--- config.mk ---
export PLATFORM = sky130hd
export DESIGN_NAME = sorted_key_value_table
export DESIGN_NICKNAME = d
export VERILOG_FILES = /design/src/sv/sktbl_pkg.sv /design/src/sv/sorted_key_value_table.sv /design/src/sv/sktbl_cell.sv
export SDC_FILE = /design/constraint.sdc
export NUM_CORES = 2
export LEC_CHECK = 0
export ABC_CLOCK_PERIOD_IN_PS = 20400
export BUFFER_PORTS_ARGS = -buffer_cell sky130_fd_sc_hd__buf_2
export CAP_MARGIN = 20
export CORE_UTILIZATION = 50
export DETAILED_ROUTE_END_ITERATION = 6
export PLACE_DENSITY = 0.66
export SKIP_LAST_GASP = 1
export SYNTH_ARGS = -nofsm -noshare
export SYNTH_HDL_FRONTEND = slang
export SYNTH_HIERARCHICAL = 1
export SYNTH_SLANG_ARGS = --single-unit
--- constraint.sdc ---
create_clock -name clk -period 20.4 [get_ports clk]
set_input_delay 5.1 -clock clk [delete_from_list [all_inputs] [get_ports clk]]
set_output_delay 5.1 -clock clk [all_outputs]
set_load 0.05 [all_outputs]
--- src/sv/sktbl_pkg.sv ---
`timescale 1ns / 1ps
// Package for the sorted key/value table: shared types and constants.
// No dependencies.
package sktbl_pkg;

	localparam int CAPACITY_DEF = 16;
	localparam int KEY_W        = 32;
	localparam int VAL_W        = 32;
	localparam int COUNT_W      = 5;

	typedef enum logic [2:0] {
		ST_INSERTED = 3'd0,
		ST_UPDATED  = 3'd1,
		ST_FULL     = 3'd2,
		ST_HIT      = 3'd3,
		ST_MISS     = 3'd4
	} status_t;

	typedef enum logic {
		REQ_INSERT = 1'b0,
		REQ_LOOKUP = 1'b1
	} req_t;

	// contents of one cell as seen by its upper neighbor
	typedef struct packed {
		logic                    valid;
		logic                    lt;
		logic signed [KEY_W-1:0] key;
		logic signed [VAL_W-1:0] value;
	} cell_t;

	// request broadcast to every cell
	typedef struct packed {
		logic                    en;
		logic                    ins;
		logic                    upd;
		logic signed [KEY_W-1:0] key;
		logic signed [VAL_W-1:0] value;
	} cmd_t;

endpackage

--- src/sv/sorted_key_value_table.sv ---
`timescale 1ns / 1ps
// Top level of the sorted key/value table: request register, row of cells,
// result register. Uses sktbl_pkg and sktbl_cell.
//
// Keeps up to CAPACITY pairs in ascending signed key order in a row of cells.
// Every request is registered; once the result register is free, all cells
// compare against the key at once and insert (shifting larger entries up by
// one cell), update or report. One request is in flight at a time; a new one
// is taken once the previous has moved to the result register, which can
// hold a result while the next request is taken. Inserting a new key into a
// full table returns status full and leaves the table unchanged.
module sorted_key_value_table
	import sktbl_pkg::*;
#(
	parameter int CAPACITY = CAPACITY_DEF
) (
	input  logic                    clk,
	input  logic                    arst_n,
	input  logic                    in_valid,
	output logic                    in_stall,
	input  logic                    req_type,
	input  logic signed [KEY_W-1:0] key,
	input  logic signed [VAL_W-1:0] value_in,
	output logic                    out_valid,
	input  logic                    out_stall,
	output logic [2:0]              status,
	output logic                    found,
	output logic signed [VAL_W-1:0] value_out,
	output logic [COUNT_W-1:0]      entry_count
);

	localparam int CNT_W = $clog2(CAPACITY + 1);

	logic                    req_valid_s1;
	req_t                    req_type_s1;
	logic signed [KEY_W-1:0] req_key_s1;
	logic signed [VAL_W-1:0] req_value_s1;

	logic [CNT_W-1:0]        fill_q;
	logic                    out_valid_q;
	status_t                 status_q;
	logic                    found_q;
	logic signed [VAL_W-1:0] value_out_q;
	logic [COUNT_W-1:0]      count_q;

	cell_t                   link [CAPACITY+1];
	logic [CAPACITY-1:0]     eq;
	cmd_t                    cmd;

	logic                    out_free;
	logic                    fire;
	logic                    hit;
	logic                    full;
	logic                    is_lookup;
	logic signed [VAL_W-1:0] hit_value;
	status_t                 status_d;
	logic [CNT_W-1:0]        fill_d;

	assign in_stall  = req_valid_s1;
	assign out_free  = !out_valid_q || !out_stall;
	assign fire      = req_valid_s1 && out_free;
	assign hit       = |eq;
	assign full      = (fill_q == CNT_W'(CAPACITY));
	assign is_lookup = (req_type_s1 == REQ_LOOKUP);

	assign cmd.en    = fire;
	assign cmd.ins   = !is_lookup && !hit && !full;
	assign cmd.upd   = !is_lookup && hit;
	assign cmd.key   = req_key_s1;
	assign cmd.value = req_value_s1;

	assign link[0] = '{valid: 1'b1, lt: 1'b1, key: '0, value: '0};

	for (genvar i = 0; i < CAPACITY; i++) begin : g_cell
		sktbl_cell u_cell (
			.clk    (clk),
			.arst_n (arst_n),
			.cmd    (cmd),
			.prv    (link[i]),
			.cur    (link[i+1]),
			.eq     (eq[i])
		);
	end

	always_comb begin
		hit_value = '0;
		for (int i = 0; i < CAPACITY; i++) begin
			if (eq[i]) begin
				hit_value = hit_value | link[i+1].value;
			end
		end
	end

	always_comb begin
		fill_d = fill_q;
		if (is_lookup) begin
			status_d = hit ? ST_HIT : ST_MISS;
		end else if (hit) begin
			status_d = ST_UPDATED;
		end else if (full) begin
			status_d = ST_FULL;
		end else begin
			status_d = ST_INSERTED;
			fill_d   = fill_q + CNT_W'(1);
		end
	end

	always_ff @(posedge clk or negedge arst_n) begin
		if (!arst_n) begin
			req_valid_s1 <= 1'b0;
		end else if (in_valid && !in_stall) begin
			req_valid_s1 <= 1'b1;
		end else if (fire) begin
			req_valid_s1 <= 1'b0;
		end
	end

	always_ff @(posedge clk) begin
		if (in_valid && !in_stall) begin
			req_type_s1  <= req_t'(req_type);
			req_key_s1   <= key;
			req_value_s1 <= value_in;
		end
	end

	always_ff @(posedge clk or negedge arst_n) begin
		if (!arst_n) begin
			fill_q      <= '0;
			out_valid_q <= 1'b0;
		end else begin
			if (fire) begin
				fill_q <= fill_d;
			end
			if (fire) begin
				out_valid_q <= 1'b1;
			end else if (!out_stall) begin
				out_valid_q <= 1'b0;
			end
		end
	end

	always_ff @(posedge clk) begin
		if (fire) begin
			status_q    <= status_d;
			found_q     <= hit;
			value_out_q <= (is_lookup && hit) ? hit_value : '0;
			count_q     <= COUNT_W'(fill_d);
		end
	end

	assign out_valid   = out_valid_q;
	assign status      = status_q;
	assign found       = found_q;
	assign value_out   = value_out_q;
	assign entry_count = count_q;

endmodule

--- src/sv/sktbl_cell.sv ---
`timescale 1ns / 1ps
// One table slot: holds a key/value pair, compares against the request and
// takes the new pair or its lower neighbor's pair on insert, or the new value on update. Uses sktbl_pkg.
module sktbl_cell
	import sktbl_pkg::*;
(
	input  logic  clk,
	input  logic  arst_n,
	input  cmd_t  cmd,
	input  cell_t prv,
	output cell_t cur,
	output logic  eq
);

	logic                    valid_q;
	logic signed [KEY_W-1:0] key_q;
	logic signed [VAL_W-1:0] value_q;
	logic                    lt;
	logic                    at_pos;

	assign lt     = valid_q && (key_q < cmd.key);
	assign eq     = valid_q && (key_q == cmd.key);
	assign at_pos = prv.lt && !lt;

	assign cur = '{valid: valid_q, lt: lt, key: key_q, value: value_q};

	always_ff @(posedge clk or negedge arst_n) begin
		if (!arst_n) begin
			valid_q <= 1'b0;
		end else if (cmd.en && cmd.ins) begin
			valid_q <= valid_q | prv.valid;
		end
	end

	always_ff @(posedge clk) begin
		if (cmd.en && cmd.ins) begin
			if (at_pos) begin
				key_q   <= cmd.key;
				value_q <= cmd.value;
			end else if (!lt) begin
				key_q   <= prv.key;
				value_q <= prv.value;
			end
		end else if (cmd.en && cmd.upd && eq) begin
			value_q <= cmd.value;
		end
	end

endmodule
==> flow_summary.toml <==
[worst_setup_path]
worstSetupPathType = "reg -> reg"
critical_path_required_ns = 20.95
crit_buf_inv = 7
cp_top_family = "buffers and inverters"
crit_arrival_ns = 8.90
crit_chain = "buf_4 > inv_1 > ha_1 > nand4_1 > nor3_1 > and3_2 > buf_4 > nor4_2 > nand4_4 > nor3_4 > buf_4 > buf_4 > buf_4 > and3_1 > nand4_1 > o211ai_4 > buf_4 > mux2_2"
slowest_stage = "o211ai_4"
r2r-end = "g_cell[14].u_cell/value_q[0]"
critical_path.startpoint_type = "flop"
reg2regPathDepth = 18
path_max_fanout = 49
r2r_slack_ns = 12.05
r2r-start = "req_key_s1[13]"
cp_slowest_stage_delay_ns = 0.94
crit_path_frequent_cell = "buf_4"
endpoint_kind = "flop"

[clocking]
clkSinkCount = 1152
ctsHtreeMaxLevel = 4
cts_tree = "done"
clk_latency_ns = 0.81
cts_buffers = 139
hold_buffers = 0
clk_pin_slew_ns = 0.06
clk_path_buf_depth = 3
clock-root-buffer = "clkbuf_16"
cts-resized-gates = 0
cts_setup_buffers = 0

[place]
io_buffers = 111
gp_congestion = 0.868
dpl_cell_area_um2 = 96100
dp_worst_setup_slack_ns = 11.53
dpl.hpwl_um = 184000

[finish]
mostFrequentLayoutCells = "1163 x nand2_1, 1129 x edfxtp_1, 994 x inv_1, 988 x nand3b_1, 608 x nand3_1"
final_area_um2 = 101000
drive_gt1_share_pct = 13.3
syn2layout_area_growth_pct = 7.57
fin_util_pct = 54.3
final_common_cell = "nand2_1"
nets = 10032

[hold_path]
min_from = "fill_q[4]"
hold_path_class = "reg -> reg"
min_path_cells = 1
min_to = "fill_q[4]"

[synth]
syn_area_per_cell_um2 = 9.64
ys_warn_count = 6
syn-instance-count = 9724
synth.cell_area_um2 = 93700

[floorplan]
die_height_um = 435
core_area_um2 = 186000
initial_core_util_pct = 50.4
fp.dieW_um = 435
rows = 158
die_area_um2 = 189000
boundaryPins = 112

[timing]
hold_ws_ns = 0.542
fin_crit_ns = 8.35
slew_headroom_pct = 22.3
timing.fmax_mhz = 120
final_hold_viol_count = 0
setup_ws_ns = 12.05
clock_skew_ns = 0.0353
setup_tns_ns = 0
period_share_pct = 40.9
slew_viol_final = 0
rsz0062_at_grt = "no"
setup_viol = 0
tightest_slew_ns = 1.16

[grt]
grtUsageTotal_pct = 30.0
grt_start_max_net_pins = 128
grt_pass1_vias = 75870
grt_pass1_wl_um = 453000
antenna_found_initial = 9
overflow = 0

[drt]
vias_per_cell = 6.60
wl_met2_um = 142000
drt_drc_violations_left = 0
drt_iter0_drc = 8645
routedWlPerCell_um = 24.6
vias = 79541
highest_layer = "met5"
drt-met1-wl_um = 119000
first_pass_iters = 7
wirelength_um = 296000
ant_nets = 0
wl_met3_um = 21600

[flow_run]
maxCapViolCount = 0

[status]
status = "finished clean"

[pwr]
p_leak_nw = 38.4
ir_drop_uv = 135
power_density_nw_per_um2 = 137
-- worst max-delay path by stage --
stage / from / to / cells past startpoint
after floorplan: out_stall / g_cell[8].u_cell/value_q[0] / 5
after global placement: out_stall / g_cell[14].u_cell/value_q[31] / 10
after detailed placement: out_stall / g_cell[14].u_cell/value_q[0] / 10
after CTS: req_key_s1[13] / g_cell[14].u_cell/value_q[0] / 18
after global routing: req_key_s1[13] / g_cell[14].u_cell/value_q[31] / 18
final: req_key_s1[13] / g_cell[14].u_cell/value_q[0] / 18
-- worst reg2reg max path: cells and delay by family (launching register included) --
family,cells,cell delay (ns)
buffers and inverters,7,3.27
and+or+nand+nor,8,2.34
AOI/OAI and AO/OA,1,0.94
DFF,1,0.80
muxes,1,0.41
adders and majority gates,1,0.35
-- per-stage QoR --
stage | std cells | power [mW]
2_1_floorplan | 9853 | 9.58
3_3_place_gp | 11774 | 10.9
3_5_place_dp | 11776 | 11.2
4_1_cts | 12028 | 13.8
5_1_grt | 12043 | 14.6
6_report | 12043 | 13.8
-- cell type report --
type | count | area (um^2)
clock inverter | 87 | 830
timing repair buffer | 347 | 2530
clock buffer | 165 | 3670
fill | 16142 | 85000
tap | 2480 | 3100
antenna | 3 | 7.51
sequential | 1152 | 34500
multi-input combinational | 6814 | 52500
inverter | 995 | 3740
-- power by group --
part / internal, mW / leakage [nW] / switching (mW) / total (mW)
combinational: 2.77 / 25.6 / 4.33 / 7.10
clock: 1.43 / 2.19 / 1.08 / 2.52
sequential: 3.68 / 10.6 / 0.549 / 4.23
-- state kept, by name, indices dropped and copies added (netlist names) --
register	cells
is_lookup	1
entry_count	5
req_value_s1	32
g_cell.u_cell/value_q	512
value_out	32
out_valid	1
status	3
req_key_s1	32
g_cell.u_cell/key_q	512
fill_q	5
in_stall	1
g_cell.u_cell/valid_q	16
-- per-layer routing --
layer / global-route usage [%] / up-vias
li1: - / 36039
met1: 38.7 / 39407
met2: 50.2 / 3375
met3: 4.12 / 718
met4: 13.2 / 2
met5: 0 / -
No activity file was read; power rests on OpenSTA's default activity.
